`config.mk`:
```
export PLATFORM = sky130hd
export DESIGN_NAME = tcw_ctrl
export DESIGN_NICKNAME = d
export VERILOG_FILES = /design/src/hdl/tcw_pkg.sv /design/src/hdl/tcw_ctrl.sv
export SDC_FILE = /design/constraint.sdc
export NUM_CORES = 1
export LEC_CHECK = 0
export ABC_AREA = 0
export BUFFER_PORTS_ARGS = -buffer_cell sky130_fd_sc_hd__buf_2
export CELL_PAD_IN_SITES_DETAIL_PLACEMENT = 0
export CELL_PAD_IN_SITES_GLOBAL_PLACEMENT = 1
export CORE_UTILIZATION = 44
export CTS_CLUSTER_DIAMETER = 120
export DETAILED_ROUTE_END_ITERATION = 8
export PLACE_DENSITY = 0.83
export SLEW_MARGIN = 30
export SYNTH_ARGS = -nofsm -noshare
export SYNTH_HDL_FRONTEND = slang
export SYNTH_SLANG_ARGS = --single-unit
```
`constraint.sdc`:
```
create_clock -name clk -period 4.7 [get_ports clk]
set_clock_uncertainty 0.1 [all_clocks]
set_input_delay 0.94 -clock clk [delete_from_list [all_inputs] [get_ports clk]]
set_output_delay 0.94 -clock clk [all_outputs]
set_load 0.005 [all_outputs]
```
`src/hdl/tcw_pkg.sv`:
```
// Shared types and constants for the text console writer.
// Depends on nothing; used by tcw_cell_mem, tcw_ctrl and text_console_writer.
package tcw_pkg;

	localparam int ROWS_DEFAULT = 25;
	localparam int COLS_DEFAULT = 80;

	localparam int OP_W       = 3;
	localparam int CHAR_W     = 8;
	localparam int COLOR_W    = 4;
	localparam int POS_W      = 8;
	localparam int OUT_ROW_W  = 5;
	localparam int OUT_COL_W  = 7;

	localparam logic [7:0] BLANK        = 8'h20;
	localparam logic [7:0] ATTR_DEFAULT = 8'h02;
	localparam logic [7:0] CH_NEWLINE   = 8'h0A;
	localparam logic [7:0] CH_RETURN    = 8'h0D;
	localparam logic [7:0] CH_BACKSPACE = 8'h08;

	typedef enum logic [OP_W-1:0] {
		OP_PUTCHAR     = 3'd0,
		OP_WRITE_CELL  = 3'd1,
		OP_MOVE_CURSOR = 3'd2,
		OP_SET_COLOR   = 3'd3,
		OP_CLEAR       = 3'd4,
		OP_READ_CELL   = 3'd5
	} op_t;

	typedef struct packed {
		logic [7:0] ch;
		logic [7:0] attr;
	} cell_t;

	typedef struct packed {
		logic wr_en;
		logic rd_en;
	} mem_ctl_t;

	typedef struct packed {
		logic init_busy;
		logic sweep_busy;
	} stat_t;

endpackage

```
`src/hdl/tcw_ctrl.sv`:
```
// Console sequencer: decodes words, drives the cell store, sweeps for
// reset, clear and scroll, and holds the result register.
// Depends on tcw_pkg.
module tcw_ctrl #(
	parameter int ROWS = tcw_pkg::ROWS_DEFAULT,
	parameter int COLS = tcw_pkg::COLS_DEFAULT,
	parameter int CELLS = ROWS * COLS,
	parameter int AW = $clog2(CELLS)
) (
	input  logic                             clk,
	input  logic                             arst_n,
	input  logic                             item_valid,
	output logic                             item_ready,
	input  logic [tcw_pkg::OP_W-1:0]         op,
	input  logic [tcw_pkg::CHAR_W-1:0]       char_code,
	input  logic [tcw_pkg::COLOR_W-1:0]      fore,
	input  logic [tcw_pkg::COLOR_W-1:0]      back,
	input  logic [tcw_pkg::POS_W-1:0]        row_in,
	input  logic [tcw_pkg::POS_W-1:0]        col_in,
	output logic                             result_valid,
	input  logic                             result_ready,
	output logic [tcw_pkg::OUT_ROW_W-1:0]    cursor_row,
	output logic [tcw_pkg::OUT_COL_W-1:0]    cursor_col,
	output logic [tcw_pkg::CHAR_W-1:0]       cell_char,
	output logic [tcw_pkg::CHAR_W-1:0]       cell_attr,
	output tcw_pkg::mem_ctl_t                mem_ctl,
	output logic [AW-1:0]                    wr_addr,
	output tcw_pkg::cell_t                   wr_data,
	output logic [AW-1:0]                    rd_addr,
	input  tcw_pkg::cell_t                   rd_data,
	output tcw_pkg::stat_t                   stat
);

	localparam int RW = $clog2(ROWS);
	localparam int CW = $clog2(COLS);
	localparam logic [AW-1:0] LAST_CELL = AW'(CELLS - 1);
	localparam logic [AW-1:0] LAST_SRC  = AW'(CELLS - COLS - 1);
	localparam logic [AW-1:0] BOTTOM    = AW'(CELLS - COLS);
	localparam logic [RW-1:0] LAST_ROW  = RW'(ROWS - 1);
	localparam logic [CW-1:0] LAST_COL  = CW'(COLS - 1);

	typedef enum logic [2:0] {
		ST_IDLE,
		ST_EXEC,
		ST_RDWAIT,
		ST_SCROLL,
		ST_DRAIN,
		ST_FILL,
		ST_DONE
	} state_t;

	state_t state_q;
	logic init_q;
	logic [AW-1:0] cnt_q;
	logic [7:0] fill_attr_q;
	logic [7:0] cur_attr_q;
	logic [RW-1:0] cur_row_q;
	logic [CW-1:0] cur_col_q;

	logic [tcw_pkg::OP_W-1:0] op_q;
	logic [7:0] ch_q;
	logic [7:0] attr_in_q;
	logic [tcw_pkg::POS_W-1:0] row_q;
	logic [tcw_pkg::POS_W-1:0] col_q;

	logic copy_vld_s1;
	logic [AW-1:0] copy_addr_s1;

	logic [7:0] rd_char_q;
	logic [7:0] rd_attr_q;
	logic res_vld_q;
	logic [tcw_pkg::OUT_ROW_W-1:0] res_row_q;
	logic [tcw_pkg::OUT_COL_W-1:0] res_col_q;
	logic [7:0] res_char_q;
	logic [7:0] res_attr_q;

	logic in_range;
	logic [AW-1:0] cur_addr;
	logic [AW-1:0] tgt_addr;
	logic [AW-1:0] src_addr;
	logic [RW-1:0] nx_row;
	logic [CW-1:0] nx_col;
	logic [7:0] nx_attr;
	logic go_scroll;
	logic go_fill;
	logic go_read;

	assign in_range = (row_q < tcw_pkg::POS_W'(ROWS)) && (col_q < tcw_pkg::POS_W'(COLS));
	assign cur_addr = AW'(cur_row_q) * AW'(COLS) + AW'(cur_col_q);
	assign tgt_addr = AW'(row_q) * AW'(COLS) + AW'(col_q);
	assign src_addr = cnt_q + AW'(COLS);

	always_comb begin
		mem_ctl   = '0;
		wr_addr   = cur_addr;
		wr_data   = '{ch: ch_q, attr: cur_attr_q};
		rd_addr   = tgt_addr;
		nx_row    = cur_row_q;
		nx_col    = cur_col_q;
		nx_attr   = cur_attr_q;
		go_scroll = 1'b0;
		go_fill   = 1'b0;
		go_read   = 1'b0;
		case (state_q)
			ST_EXEC: begin
				case (tcw_pkg::op_t'(op_q))
					tcw_pkg::OP_PUTCHAR: begin
						if (ch_q == tcw_pkg::CH_NEWLINE) begin
							nx_col = '0;
							if (cur_row_q == LAST_ROW) begin
								go_scroll = 1'b1;
							end else begin
								nx_row = cur_row_q + RW'(1);
							end
						end else if (ch_q == tcw_pkg::CH_RETURN) begin
							nx_col = '0;
						end else if (ch_q == tcw_pkg::CH_BACKSPACE) begin
							if (cur_col_q != '0) begin
								nx_col = cur_col_q - CW'(1);
								mem_ctl.wr_en = 1'b1;
								wr_addr = cur_addr - AW'(1);
								wr_data = '{ch: tcw_pkg::BLANK, attr: tcw_pkg::ATTR_DEFAULT};
							end
						end else begin
							mem_ctl.wr_en = 1'b1;
							if (cur_col_q == LAST_COL) begin
								nx_col = '0;
								if (cur_row_q == LAST_ROW) begin
									go_scroll = 1'b1;
								end else begin
									nx_row = cur_row_q + RW'(1);
								end
							end else begin
								nx_col = cur_col_q + CW'(1);
							end
						end
					end
					tcw_pkg::OP_WRITE_CELL: begin
						mem_ctl.wr_en = in_range;
						wr_addr = tgt_addr;
						wr_data = '{ch: ch_q, attr: attr_in_q};
					end
					tcw_pkg::OP_MOVE_CURSOR: begin
						nx_row = (row_q >= tcw_pkg::POS_W'(ROWS)) ? LAST_ROW : RW'(row_q);
						nx_col = (col_q >= tcw_pkg::POS_W'(COLS)) ? LAST_COL : CW'(col_q);
					end
					tcw_pkg::OP_SET_COLOR: begin
						nx_attr = attr_in_q;
					end
					tcw_pkg::OP_CLEAR: begin
						nx_attr = attr_in_q;
						nx_row  = '0;
						nx_col  = '0;
						go_fill = 1'b1;
					end
					tcw_pkg::OP_READ_CELL: begin
						mem_ctl.rd_en = in_range;
						go_read = in_range;
					end
					default: begin
					end
				endcase
			end
			ST_SCROLL: begin
				mem_ctl.rd_en = 1'b1;
				rd_addr = src_addr;
				mem_ctl.wr_en = copy_vld_s1;
				wr_addr = copy_addr_s1;
				wr_data = rd_data;
			end
			ST_DRAIN: begin
				mem_ctl.wr_en = copy_vld_s1;
				wr_addr = copy_addr_s1;
				wr_data = rd_data;
			end
			ST_FILL: begin
				mem_ctl.wr_en = 1'b1;
				wr_addr = cnt_q;
				wr_data = '{ch: tcw_pkg::BLANK, attr: fill_attr_q};
			end
			default: begin
			end
		endcase
	end

	always_ff @(posedge clk or negedge arst_n) begin
		if (!arst_n) begin
			state_q     <= ST_FILL;
			init_q      <= 1'b1;
			cnt_q       <= '0;
			fill_attr_q <= tcw_pkg::ATTR_DEFAULT;
			cur_attr_q  <= tcw_pkg::ATTR_DEFAULT;
			cur_row_q   <= '0;
			cur_col_q   <= '0;
			copy_vld_s1 <= 1'b0;
			rd_char_q   <= '0;
			rd_attr_q   <= '0;
			res_vld_q   <= 1'b0;
		end else begin
			copy_vld_s1 <= (state_q == ST_SCROLL);
			if (res_vld_q && result_ready && state_q != ST_DONE) begin
				res_vld_q <= 1'b0;
			end
			case (state_q)
				ST_IDLE: begin
					if (item_valid) begin
						state_q <= ST_EXEC;
					end
				end
				ST_EXEC: begin
					cur_row_q  <= nx_row;
					cur_col_q  <= nx_col;
					cur_attr_q <= nx_attr;
					rd_char_q  <= '0;
					rd_attr_q  <= '0;
					if (go_scroll) begin
						cnt_q   <= '0;
						state_q <= ST_SCROLL;
					end else if (go_fill) begin
						cnt_q       <= '0;
						fill_attr_q <= attr_in_q;
						state_q     <= ST_FILL;
					end else if (go_read) begin
						state_q <= ST_RDWAIT;
					end else begin
						state_q <= ST_DONE;
					end
				end
				ST_RDWAIT: begin
					rd_char_q <= rd_data.ch;
					rd_attr_q <= rd_data.attr;
					state_q   <= ST_DONE;
				end
				ST_SCROLL: begin
					if (cnt_q == LAST_SRC) begin
						cnt_q   <= BOTTOM;
						state_q <= ST_DRAIN;
					end else begin
						cnt_q <= cnt_q + AW'(1);
					end
				end
				ST_DRAIN: begin
					fill_attr_q <= cur_attr_q;
					state_q     <= ST_FILL;
				end
				ST_FILL: begin
					if (cnt_q == LAST_CELL) begin
						init_q  <= 1'b0;
						state_q <= init_q ? ST_IDLE : ST_DONE;
					end else begin
						cnt_q <= cnt_q + AW'(1);
					end
				end
				ST_DONE: begin
					if (!res_vld_q || result_ready) begin
						res_vld_q <= 1'b1;
						state_q   <= ST_IDLE;
					end
				end
				default: begin
					state_q <= ST_IDLE;
				end
			endcase
		end
	end

	always_ff @(posedge clk) begin
		copy_addr_s1 <= cnt_q;
		if (state_q == ST_IDLE && item_valid) begin
			op_q      <= op;
			ch_q      <= char_code;
			attr_in_q <= {back, fore};
			row_q     <= row_in;
			col_q     <= col_in;
		end
		if (state_q == ST_DONE && (!res_vld_q || result_ready)) begin
			res_row_q  <= tcw_pkg::OUT_ROW_W'(cur_row_q);
			res_col_q  <= tcw_pkg::OUT_COL_W'(cur_col_q);
			res_char_q <= rd_char_q;
			res_attr_q <= rd_attr_q;
		end
	end

	assign item_ready      = (state_q == ST_IDLE);
	assign result_valid    = res_vld_q;
	assign cursor_row      = res_row_q;
	assign cursor_col      = res_col_q;
	assign cell_char       = res_char_q;
	assign cell_attr       = res_attr_q;
	assign stat.init_busy  = init_q;
	assign stat.sweep_busy = (state_q == ST_SCROLL) || (state_q == ST_DRAIN)
		|| (state_q == ST_FILL);

endmodule

```
==> results.txt <==
----------------------------------------------------
[Final layout]
  Number of nets in the layout ... 961
  Share of cells above drive strength 1 ... 23.11%
  # diodes ... 0
  Area taken by multi-input logic gates ... 3640 sq um
  Most frequent cells in the layout ... 126 x sky130_fd_sc_hd__buf_2, 89 x sky130_fd_sc_hd__nand2_1, 64 x sky130_fd_sc_hd__nor2_1
  Sequential standard cell area ... 3645 sq um
  Count of non-filler cells in the finished layout ... 1107
  Commonest non-fill, non-tap cell in the layout ... sky130_fd_sc_hd__buf_2
  Number of fill cells ... 1534
  Syn-to-layout area delta ... 19.13%
  Regs by FF count ... cnt_q: 11 flops, copy_addr_s1: 11 flops

[Critical path]
  Worst Setup Start Kind ... flop
  Category of the most critical setup path ... reg2out
  Critical Path End Type ... output pin
  Flop2flop setup slack ... 1.65 ns
  Worst Path Arrival ... 3.48 ns
  Critical Path RT ... 3.66 ns
  Critical path fanouts, max ... 8

[Place]
  Count of input and output buffers ... 126
  Sum of net half-perimeters after detailed placement ... 15.53 mm
  Number of instances in the placed design ... 1074
  DP Worst Slack ... 0.6475 ns
  Gp weighted congestion ... 0.9101

[Synthesis]
  Synth Instances ... 752
  Average cell area after synthesis ... 9.975 sq um
  Yosys warns ... 0
  Proportion of synthesized flip-flops having asynchronous set or reset ... 45.19%
  Share of the yosys chip area belonging to registers ... 48.59%
  Cell area after synthesis ... 7501 sq um
  Count of distinct cell types in the synthesized netlist ... 77
  Count of flip-flops with a built-in enable after synthesis ... 63
  Top flip-flop cell by instance count after synthesis ... sky130_fd_sc_hd__edfxtp_1
  Post-synthesis sequential element count ... 135
  Net count after synthesis ... 839

[Global route]
  Global-route wire length before repair ... 33.29 mm
  Initial antenna violation count ... 0
  Pin count of the biggest net entering global routing ... 38
  Number of global-route vias before repair ... 5895
  Global Route Usage Sum ... 24.92%
  Sum of overflow across all layers after global routing ... 0

[Drt]
  Drt first-iter violations ... 507
  Overall via count from detail_route ... 6458
  Drt drc ... 0
  Number of antenna-violating nets in the routed design ... 0
  Post-detailed-route via-to-cell ratio ... 5.834
  Total wirelength of the detailed-routed design ... 21.31 mm
  Average wire per standard cell ... 19.25 um
  First-pass detailed-route iteration total ... 6

[Clock network]
  Clock root buffer master ... sky130_fd_sc_hd__clkbuf_16
  Worst-skew pair later-pin latency ... 0.43 ns
  Clock-pin slew on the worst setup and hold paths ... 0.06 ns
  CTS tree ... done
  H-Tree Level Count ... 4
  Number of buffers created by CTS ... 17
  Number of sinks driven by the clock tree ... 135
  Maximum clock insertion buffer count ... 2

[Floorplanning]
  Initial core utilization ... 45.07%
  Top-Level Pins ... 127
  Die boundary width ... 132.6 um
  Die extent in y ... 132.6 um
  Core ar. ... 16640 sq um
  Floorplan die area ... 17570 sq um
  # rows ... 47

[Timing]
  Number of failing hold endpoints at the final stage ... 0
  Worst-Margin Slew ... 0.9119 ns
  Fmax ... 0.2214 GHz
  Setup TNS ... 0 ns
  Post-layout minimum cycle time ... 4.517 ns
  Least setup slack across all paths after layout ... 0.1825 ns
  Final setup viols ... 0
  Total count of max-transition violations in the final report ... 0
  Post-route clock period utilization ... 96.12%
  Worst slew margin relative to its limit ... 39.20%

[Pwr]
  Leakage power summed over all cells ... 3.800 nW
  Power density over the cells ... 642.9 nW/um^2
  IR drop worst, VDD ... 297.2 uV

[Worst hold path]
  Worst min-delay path class ... reg2reg

[Run status]
  Result of the run ... finished clean

[Job]
  Max_cap viols ... 0

----------------------------------------------------
## metal layers
| layer | global-route usage, % | part of all wire, % | vias up |
|---|---|---|---|
| met5 | 0 | 0 | - |
| met4 | 8.812 | 2.1 | 0 |
| met3 | 3.908 | 6.8 | 31 |
| met2 | 37.72 | 45 | 276 |
| met1 | 36.18 | 46 | 3112 |
| li1 | - | - | 3039 |
## area by class of cell
| class | count | area share [%] |
|---|---|---|
| clock buffer | 19 | 4.957 |
| clock inverter | 13 | 1.540 |
| inverter | 20 | 0.8401 |
| multi-input combinational | 562 | 40.73 |
| sequential | 135 | 40.79 |
| tap | 220 | 3.080 |
| timing repair buffer | 138 | 8.065 |
## repair_timing
item,CTS,global route
endpoints found under the setup margin,0,1
setup buffers,0,1
endpoints found under the hold margin,0,0
gates resized for setup,0,1
hold buffers,0,0
## synthesized netlist by cell type (11+ instances only)
cell type                  number  area share (%)
sky130_fd_sc_hd__nand2_1       89             4.5
sky130_fd_sc_hd__nor2_1        65             3.3
sky130_fd_sc_hd__edfxtp_1      63              25
sky130_fd_sc_hd__dfrtp_1       56              19
sky130_fd_sc_hd__o21ai_0       54             3.6
sky130_fd_sc_hd__a21oi_1       51             3.4
sky130_fd_sc_hd__ha_1          28             4.7
sky130_fd_sc_hd__a22o_1        24             2.8
sky130_fd_sc_hd__clkbuf_1      22             1.1
sky130_fd_sc_hd__inv_1         20             1.0
sky130_fd_sc_hd__nand3_1       19             1.3
sky130_fd_sc_hd__xor2_1        17             2.0
sky130_fd_sc_hd__nor3_1        16             1.1
sky130_fd_sc_hd__a31oi_1       13             1.1
sky130_fd_sc_hd__xnor2_1       13             1.5
sky130_fd_sc_hd__mux2_2        12             1.8
sky130_fd_sc_hd__dfxtp_1       11             2.9
sky130_fd_sc_hd__mux2i_1       11             1.5
sky130_fd_sc_hd__nand2b_1      11            0.92
## cells by family after synthesis
kind of cell | count (synthesis) | share of synthesized area (%)
simple gates | 256 | 16.48
fa+ha+maj | 32 | 5.738
mux | 23 | 3.269
flops | 135 | 48.59
xor+xnor | 30 | 3.503
buf+inv | 55 | 3.103
compound gates | 221 | 19.32
## worst max-delay path: stages (launching register included)
cell	delay, ns
sky130_fd_sc_hd__dfrtp_1	0.49
sky130_fd_sc_hd__ha_1	0.34
sky130_fd_sc_hd__ha_1	0.23
sky130_fd_sc_hd__fa_1	0.42
sky130_fd_sc_hd__xor2_2	0.24
sky130_fd_sc_hd__nand4_1	0.15
sky130_fd_sc_hd__xnor2_1	0.16
sky130_fd_sc_hd__xnor2_1	0.27
sky130_fd_sc_hd__nand4_1	0.13
sky130_fd_sc_hd__and3_1	0.21
sky130_fd_sc_hd__o221a_2	0.28
sky130_fd_sc_hd__buf_2	0.13
## where the power goes
| group | leakage (nW) | internal (mW) | switching, mW |
|---|---|---|---|
| Clock | 0.279 | 0.758 | 0.551 |
| Combinational | 2.06 | 1.00 | 1.46 |
| Sequential | 1.46 | 1.62 | 0.349 |
| Total | 3.80 | 3.38 | 2.36 |
## metrics by stage
stage	utilization, %	hold WS [ns]	total power [mW]	area, sq um
2_1_floorplan	-	0.2454	3.460	7501
4_1_cts	53.61	0.3455	5.731	8921
6_report	53.70	0.3455	5.745	8936
5_1_grt	53.70	0.3555	6.081	8936
3_3_place_gp	50.10	0.3306	4.378	8338
3_5_place_dp	50.12	0.3323	4.406	8341
## path summary, 6_finish.rpt
| check | from | endpoint | depth (start not counted) |
|---|---|---|---|
| worst max-delay path | cur_row_q[1] | wr_addr[10] | 11 |
| worst min-delay path | rd_char_q[7] | cell_char[7] | 0 |
| worst max register to register | state_q[2] | cnt_q[1] | 7 |
| worst min register to register | rd_char_q[7] | cell_char[7] | 0 |
| max in group asynchronous | arst_n | init_q | 2 |
| min in group asynchronous | arst_n | rd_attr_q[1] | 1 |
Note: power is estimated with default switching activity, not from simulation.
